==> config.mk <==
export PLATFORM = sky130hd
export DESIGN_NAME = awil_alu
export DESIGN_NICKNAME = d
export VERILOG_FILES = /design/src/hw/rtl/awil_pkg.sv /design/src/hw/rtl/awil_alu.sv
export SDC_FILE = /design/constraint.sdc
export NUM_CORES = 1
export LEC_CHECK = 0
export BUFFER_PORTS_ARGS = -buffer_cell sky130_fd_sc_hd__buf_2
export CAP_MARGIN = 5
export CORE_MARGIN = 2
export CORE_UTILIZATION = 50
export DETAILED_ROUTE_END_ITERATION = 10
export PLACE_DENSITY = 0.83
export SLEW_MARGIN = 20
export SYNTH_ARGS = -nofsm -noshare
export SYNTH_HDL_FRONTEND = slang
export SYNTH_SLANG_ARGS = --single-unit
==> constraint.sdc <==
create_clock -name vclk -period 6.5
set_input_delay 1.625 -clock vclk [all_inputs]
set_output_delay 1.625 -clock vclk [all_outputs]
set_load 0.02 [all_outputs]
==> src/hw/rtl/awil_pkg.sv <==
package awil_pkg;

   localparam int DEPTH = 1024;
   localparam int AW = 10;
   localparam int CW = 11;

   localparam logic [3:0] MODE_GET    = 4'd0;
   localparam logic [3:0] MODE_SET    = 4'd1;
   localparam logic [3:0] MODE_INSERT = 4'd2;
   localparam logic [3:0] MODE_DELETE = 4'd3;
   localparam logic [3:0] MODE_FIND   = 4'd4;
   localparam logic [3:0] MODE_GT     = 4'd5;
   localparam logic [3:0] MODE_GE     = 4'd6;
   localparam logic [3:0] MODE_ADDLIM = 4'd7;
   localparam logic [3:0] MODE_ADDRNG = 4'd8;
   localparam logic [3:0] MODE_CLEAR  = 4'd9;

   localparam logic [1:0] ST_OK   = 2'd0;
   localparam logic [1:0] ST_BAD  = 2'd1;
   localparam logic [1:0] ST_FULL = 2'd2;

   typedef struct packed {
      logic [3:0]         mode;
      logic [10:0]        index;
      logic [10:0]        range_end;
      logic signed [63:0] value;
      logic signed [63:0] limit;
   } req_type;

   typedef struct packed {
      logic [1:0]         status;
      logic signed [63:0] read_value;
      logic [9:0]         position;
      logic               found;
      logic [10:0]        length;
      logic [2:0]         width_code;
   } rsp_type;

   // width code of one value
   function automatic logic [2:0] width_code_of(input logic [63:0] v);
      logic [63:0] m;
      m = v[63] ? ~v : v;
      if (v < 64'd16) begin
         if (v == 64'd0) return 3'd0;
         else if (v == 64'd1) return 3'd1;
         else if (v < 64'd4) return 3'd2;
         else return 3'd3;
      end else if (m[63:31] != '0) return 3'd7;
      else if (m[30:15] != '0) return 3'd6;
      else if (m[14:7] != '0) return 3'd5;
      else return 3'd4;
   endfunction

endpackage

==> src/hw/rtl/awil_alu.sv <==
module awil_alu
   import awil_pkg::*;
(
   input  logic [63:0] a,
   input  logic [63:0] b,
   output logic [63:0] sum,
   output logic        eq,
   output logic        lt
);
   // shared adder and signed compare
   assign sum = a + b;
   assign eq  = (a == b);
   assign lt  = $signed(a) < $signed(b);
endmodule

==> flow_summary.ini, run 1 <==
[critical_path]
cp_max_fo = 6
cp.arrival_ns = 4.67
start_kind = input port
crit_type = in -> out
critPathRequiredTime_ns = 4.88
end_kind = primary output

[power]
p_total_w = 0.000779
power_density_mw_per_mm2 = 116
peakVddDrop_mv = 0.0691
p_leak_nw = 3.44

[die]
die_y_um = 110
die-width_um = 110
rows = 38
initial_utilization_pct = 51.4
die-area_mm2 = 0.0121
core_mm2 = 0.0109
ioPinCount = 194

[detailed_routing]
ant_nets = 0
first_pass_iters = 5
wl_met3_um = 980
wl_met1_um = 7400
drt_iter0_drc = 330
dr.max_layer_used = met4
wl_met2_um = 7610
route.detailed.drc = 0
routedWlPerCell_um = 14.5
num_vias = 6325
vias_per_cell = 5.66
routed_wl_um = 16200

[global_routing]
grt_pass1_vias = 5838
grt_max_degree = 11
grt_first_pass_wirelength_um = 25800
grt_overflow = 0
grt_usage_pct = 25.5
grt_antenna_before_repair = 0

[timing]
min_period_ns = 6.29
setup_viol = 0
slew-limit-headroom_pct = 46.7
post-route-period-util_pct = 96.8
tightest_slew_ns = 0.792
drv_slew = 0
rsz0062_at_grt = no
fin_hold_ws_ns = 3.66
fin_tns_setup_ns = 0
hold_violations = 0
max_freq_ghz = 0.159

[final_layout]
design.seq.count = 0
final-seq-area_um2 = 0
syn_to_final_growth_pct = 20.4
final_layout_size_suffix_gt1_share_pct = 25.6
num-fill-cells = 1062
nets = 1235
clock_buffers = 0
post-route-util_pct = 61.9
final_area_mm2 = 0.00674
antennaDiodeCount = 0
most-common-layout-cells = buf_2 (194), ha_1 (127), inv_1 (111)
mostFrequentLayoutCell = buf_2

[synthesis]
syn_area_per_cell_um2 = 7.02
yosysWarningCount = 0
synth_top_area_cell = ha_1
ys_top_cells_by_area = ha_1 (28%), xnor2_1 (8.1%), a21oi_1 (8.0%)
synth_cell_types = 81
netlist.area_leader.share_pct = 28.4
syn_area_mm2 = 0.00559
synthCells = 797
synthesis.nets = 1053
seq_area_frac_synth_pct = 0

[place]
dp_hpwl_um = 14000
port_buffers = 194
gp_congestion = 0.979
dpl_cell_area_mm2 = 0.00672

[clock_network]
post-cts-setup-buffers = 0
cts_resized = 0
hold_buffers = 0

[outcome]
outcome = complete, no violations

[flow_run]
cap_violations = 0

[hold_path]
hold_class = in -> out
==> layout make-up <==
class                      instances  area (um^2)  area share, %
timing repair buffer             206         1060           15.8
multi-input combinational        648         5040           74.8
inverter                         123          462           6.85
tap                              140          175           2.60
==> critical path, stage by stage <==
cell       delay, ns
buf_2           0.10
ha_1            0.21
fa_1            0.40
nor2b_1         0.17
o311ai_2        0.28
nand3_2         0.17
a31oi_2         0.19
o211ai_1        0.21
a2111oi_4       0.40
nor2_4          0.11
a21boi_4        0.28
o31a_2          0.19
xor2_1          0.14
buf_2           0.18
==> cell families after synthesis <==
logic type | count (synthesis) | synth area share (%)
adder cells (fa/ha/maj) | 128 | 28.8
AND/OR/NAND/NOR | 211 | 20.3
AO/OA/AOI/OAI | 248 | 31.1
XOR/XNOR | 59 | 9.24
buffers and inverters | 149 | 10.2
multiplexers | 2 | 0.380
==> path summary, 6_finish.rpt <==
check             startpoint  depth (start not counted)  slack [ns]      end
setup / recovery        a[0]                         14        0.21  sum[50]
hold / removal          b[0]                          4        3.66   sum[0]
==> where the power goes <==
| part | total [W] | switching, W | leakage (nW) | internal (W) |
|---|---|---|---|---|
| Combinational | 0.000779 | 0.000482 | 3.44 | 0.000297 |
| Sequential | 0 | 0 | 0 | 0 |
| Clock | 0 | 0 | 0 | 0 |
==> metrics by stage <==
step	instances	setup slack (ns)
after floorplan	797	0.443
after global placement	1117	0.213
after detailed placement	1117	0.154
after CTS	1117	0.137
after global routing	1117	0.0189
final	1117	0.206
==> synthesized netlist by cell type, drive strengths merged (3+ instances only) <==
cell type  count
or4            3
or2            5
o41ai          3
nand2         18
xor2           7
nor2          75
nand2b        11
o21bai        24
a311oi         4
a2111oi        5
a21o          14
o211ai        12
a211oi         6
ha           127
inv          122
o311ai         3
nor4          24
buf            8
nor2b         17
clkbuf        18
a21oi         91
a221oi         4
xnor2         52
nor3          13
nand4         28
o21ai         32
nand3          8
a31oi         10
a21boi         4
o31ai         16
==> metal layers <==
layer | GRT usage, % | vias to the layer above
met2 | 45.7 | 243
li1 | - | 3209
met1 | 34.1 | 2849
met3 | 1.66 | 24
met5 | 0 | -
met4 | 3.25 | 0
No activity file was read; power rests on OpenSTA's default activity.
==> run 2, diff against run 1 <==
==> constraint.sdc (replaced) <==
create_clock -name vclk -period 5.9
set_input_delay 1.475 -clock vclk [all_inputs]
set_output_delay 1.475 -clock vclk [all_outputs]
set_load 0.02 [all_outputs]
==> flow_summary.ini, run 2 (synthesis results as in run 1) <==
[outcome]
outcome = complete, no violations

[die]
rows = 38
die-area_mm2 = 0.0121
initial_utilization_pct = 51.4
ioPinCount = 194
core_mm2 = 0.0109
die_y_um = 110
die-width_um = 110

[global_routing]
grt_overflow = 0
grt_first_pass_wirelength_um = 27500
grt_antenna_before_repair = 0
grt_usage_pct = 27.2
grt_max_degree = 11
grt_pass1_vias = 6138

[timing]
slew-limit-headroom_pct = 45.1
rsz0062_at_grt = yes
tightest_slew_ns = 0.816
setup_viol = 0
post-route-period-util_pct = 98.8
max_freq_ghz = 0.172
hold_violations = 0
min_period_ns = 5.83
drv_slew = 0

[final_layout]
syn_to_final_growth_pct = 30.3
final_layout_size_suffix_gt1_share_pct = 31.5
post-route-util_pct = 67.0
most-common-layout-cells = buf_2 (188), ha_1 (121), inv_1 (111)
final-seq-area_um2 = 0
clock_buffers = 0
mostFrequentLayoutCell = buf_2
nets = 1282
antennaDiodeCount = 0
num-fill-cells = 965
design.seq.count = 0

[detailed_routing]
first_pass_iters = 5
num_vias = 6678
ant_nets = 0
routedWlPerCell_um = 14.9
routed_wl_um = 17300
drt_iter0_drc = 413
route.detailed.drc = 0
vias_per_cell = 5.74

[power]
power_density_mw_per_mm2 = 128
p_leak_nw = 3.69
peakVddDrop_mv = 0.0824
p_total_w = 0.000936

[hold_path]
min_path_cells = 3
hold_class = in -> out

[critical_path]
cp.arrival_ns = 4.35
critPathRequiredTime_ns = 4.43
start_kind = input port
end_kind = primary output
cp_max_fo = 6
crit_type = in -> out

[place]
port_buffers = 194
dp_hpwl_um = 14700
gp_congestion = 0.956

[clock_network]
hold_buffers = 0

[flow_run]
cap_violations = 0
## run 2: cell type report
| cell class | instances | area (um^2) | share of cell area, % |
|---|---|---|---|
| tap | 140 | 175 | 2.40 |
| multi-input combinational | 648 | 5210 | 71.5 |
| inverter | 123 | 462 | 6.33 |
| timing repair buffer | 253 | 1440 | 19.8 |
## run 2: worst paths after layout
kind	startpoint	endpoint	slack, ns
setup / recovery	b[0]	sum[58]	0.07
hold / removal	b[1]	sum[1]	3.42
## run 2: routing by layer
metal	global-route usage (%)	up-vias	routed length, um
li1	-	3297	-
met1	35.6	3050	7360
met2	49.0	309	8440
met3	2.55	22	1250
met4	3.71	0	261
met5	0	-	0
## run 2: report_power, final
part / internal (W) / switching (W) / total, W
logic: 0.000378 / 0.000558 / 0.000936
registers: 0 / 0 / 0
clock network: 0 / 0 / 0
## run 2: what timing repair did
action | 4_1_cts | 5_1_grt
gates resized for setup | 14 | 33
pin swaps | 11 | 23
setup buffers | 1 | 3
setup endpoints to repair | 8 | 24
## run 2: per-stage QoR
step | setup TNS [ns] | std cells | hold WS (ns) | setup slack [ns] | area [um^2]
final | 0 | 1164 | 3.42 | 0.0713 | 7290
after global routing | -0.186 | 1164 | 3.45 | -0.0887 | 7290
after CTS | -0.0135 | 1161 | 3.41 | -0.0135 | 7120
after detailed placement | -0.735 | 1160 | 3.38 | -0.156 | 7040
after global placement | -0.0311 | 1160 | 3.38 | -0.0184 | 7040
after floorplan | 0 | 797 | 3.15 | 0.143 | 5590
## run 2: critical path, cell delays in order
cell and delay, ns:
buf_8 0.10, ha_4 0.15, fa_2 0.34, nor2b_4 0.15, o311ai_4 0.24, nand3_2 0.18, a31oi_4 0.20, o211ai_1 0.20
a2111oi_4 0.40, nor2_4 0.11, a21boi_4 0.27, o211ai_1 0.16, xnor2_1 0.20, buf_4 0.17
==> run 3, diff against run 2 <==
--- a/config.mk
+++ b/config.mk
@@ -7,6 +7,7 @@
 export LEC_CHECK = 0
 export BUFFER_PORTS_ARGS = -buffer_cell sky130_fd_sc_hd__buf_2
 export CAP_MARGIN = 5
+export CORE_ASPECT_RATIO = 1.5
 export CORE_MARGIN = 2
 export CORE_UTILIZATION = 50
 export DETAILED_ROUTE_END_ITERATION = 10
==> flow_summary.ini, run 3 (synthesis results as in run 1) <==
[outcome]
outcome = complete, no violations

[die]
ioPinCount = 194
die_y_um = 134
die-area_mm2 = 0.0121
core_mm2 = 0.0110
die-width_um = 90.4
rows = 47
initial_utilization_pct = 50.9

[global_routing]
grt_max_degree = 11
grt_overflow = 0
grt_usage_pct = 28.1
grt_first_pass_wirelength_um = 28800
grt_antenna_before_repair = 0
grt_pass1_vias = 6601

[final_layout]
nets = 1287
final_layout_size_suffix_gt1_share_pct = 31.1
design.seq.count = 0
final-seq-area_um2 = 0
post-route-util_pct = 66.2
final_area_mm2 = 0.00728
mostFrequentLayoutCell = buf_2
antennaDiodeCount = 0
clock_buffers = 0
most-common-layout-cells = buf_2 (191), ha_1 (124), inv_1 (111)
syn_to_final_growth_pct = 30.1

[timing]
fin_hold_ws_ns = 3.43
slew-limit-headroom_pct = 62.1
tightest_slew_ns = 0.563
hold_violations = 0
setup_viol = 0
max_freq_ghz = 0.171
drv_slew = 0
min_period_ns = 5.84
rsz0062_at_grt = yes
post-route-period-util_pct = 98.9

[power]
p_total_w = 0.000937
share_clk_of_total_power_pct = 0
p_comb_share_pct = 100.0
peakVddDrop_mv = 0.0880
power_switching_w = 0.000560
sw_frac_of_total_pct = 59.8
cellInternalPower_w = 0.000377
power_density_mw_per_mm2 = 129
p_leak_nw = 3.71
sequentialPowerShare_pct = 0

[critical_path]
cp.arrival_ns = 4.36
crit_start = a[0]
cp_common_cell = buf_2
crit_chain = buf_2, ha_4, fa_2, nor2b_4, o311ai_4, nand3_2, a31oi_4, o211ai_1, a2111oi_4, nor2_4, a41oi_2, o21ai_1, xnor2_1, buf_2
critPathRequiredTime_ns = 4.43
cp_max_fo = 4
end_kind = primary output
slowest_delay_ns = 0.41
crit_type = in -> out
crit_slowest_cell = a2111oi_4
start_kind = input port
crit_end = sum[56]

[detailed_routing]
routedWlPerCell_um = 15.3
num_vias = 6704
ant_nets = 0
drt_iter0_drc = 209
route.detailed.drc = 0
routed_wl_um = 18000
vias_per_cell = 5.70
first_pass_iters = 5

[place]
gp_congestion = 1.01
dp_hpwl_um = 15500
dpl_cell_area_mm2 = 0.00709
port_buffers = 194

[hold_path]
hold_class = in -> out

[flow_run]
cap_violations = 0

[clock_network]
hold_buffers = 0
==> run 3: cell type report <==
cell class | count | area (um^2)
fillers | 1011 | 3720
multi-input cells | 648 | 5170
well taps | 147 | 184
repair buffers | 258 | 1460
inverters | 123 | 462
==> run 3: stage by stage <==
step                      TNS, ns  setup slack (ns)  instances
final                           0            0.0634       1176
after global routing       -0.269           -0.0545       1176
after CTS                       0            0.0124       1175
after detailed placement   -0.255           -0.0870       1172
after global placement    -0.0672           -0.0306       1172
after floorplan                 0             0.143        797
==> run 3: timing repair <==
action	CTS	global route
setup endpoints to repair	8	25
pin swaps	9	13
gates resized for setup	11	21
setup buffers	3	1
==> run 3: worst min path at each step <==
| stage | startpoint | end | slack [ns] | cells after the start |
|---|---|---|---|---|
| final | b[1] | sum[1] | 3.43 | 3 |
| after global routing | b[1] | sum[1] | 3.43 | 3 |
| after CTS | b[1] | sum[1] | 3.42 | 3 |
| after detailed placement | b[1] | sum[1] | 3.39 | 3 |
| after global placement | b[1] | sum[1] | 3.37 | 3 |
| after floorplan | b[0] | sum[0] | 3.15 | 2 |
==> run 3: per-layer routing <==
layer / share of wire, % / vias up / routed length (um) / global-route usage (%)
met2: 55 / 245 / 9890 / 58.4
met1: 37 / 3098 / 6580 / 28.2
met4: 4.2 / 0 / 758 / 11.0
met5: 0 / - / 0 / 0
met3: 4.1 / 58 / 736 / 2.21
li1: - / 3303 / - / -
==> run 3: worst max-delay path, delay by kind of cell <==
family / cells / cell delay [ns]
and+or+nand+nor: 3 / 0.39
buffers and inverters: 2 / 0.31
adders and majority gates: 2 / 0.51
xor gates and xnor gates: 1 / 0.18
AOI/OAI and AO/OA: 6 / 1.47
==> run 3: power groups by stage <==
| stage | logic (W) | registers (W) | clock network, W |
|---|---|---|---|
| 2_1_floorplan | 0.000583 | 0 | 0 |
| 3_3_place_gp | 0.000888 | 0 | 0 |
| 3_5_place_dp | 0.000898 | 0 | 0 |
| 4_1_cts | 0.000913 | 0 | 0 |
| 5_1_grt | 0.00101 | 0 | 0 |
| 6_report | 0.000937 | 0 | 0 |
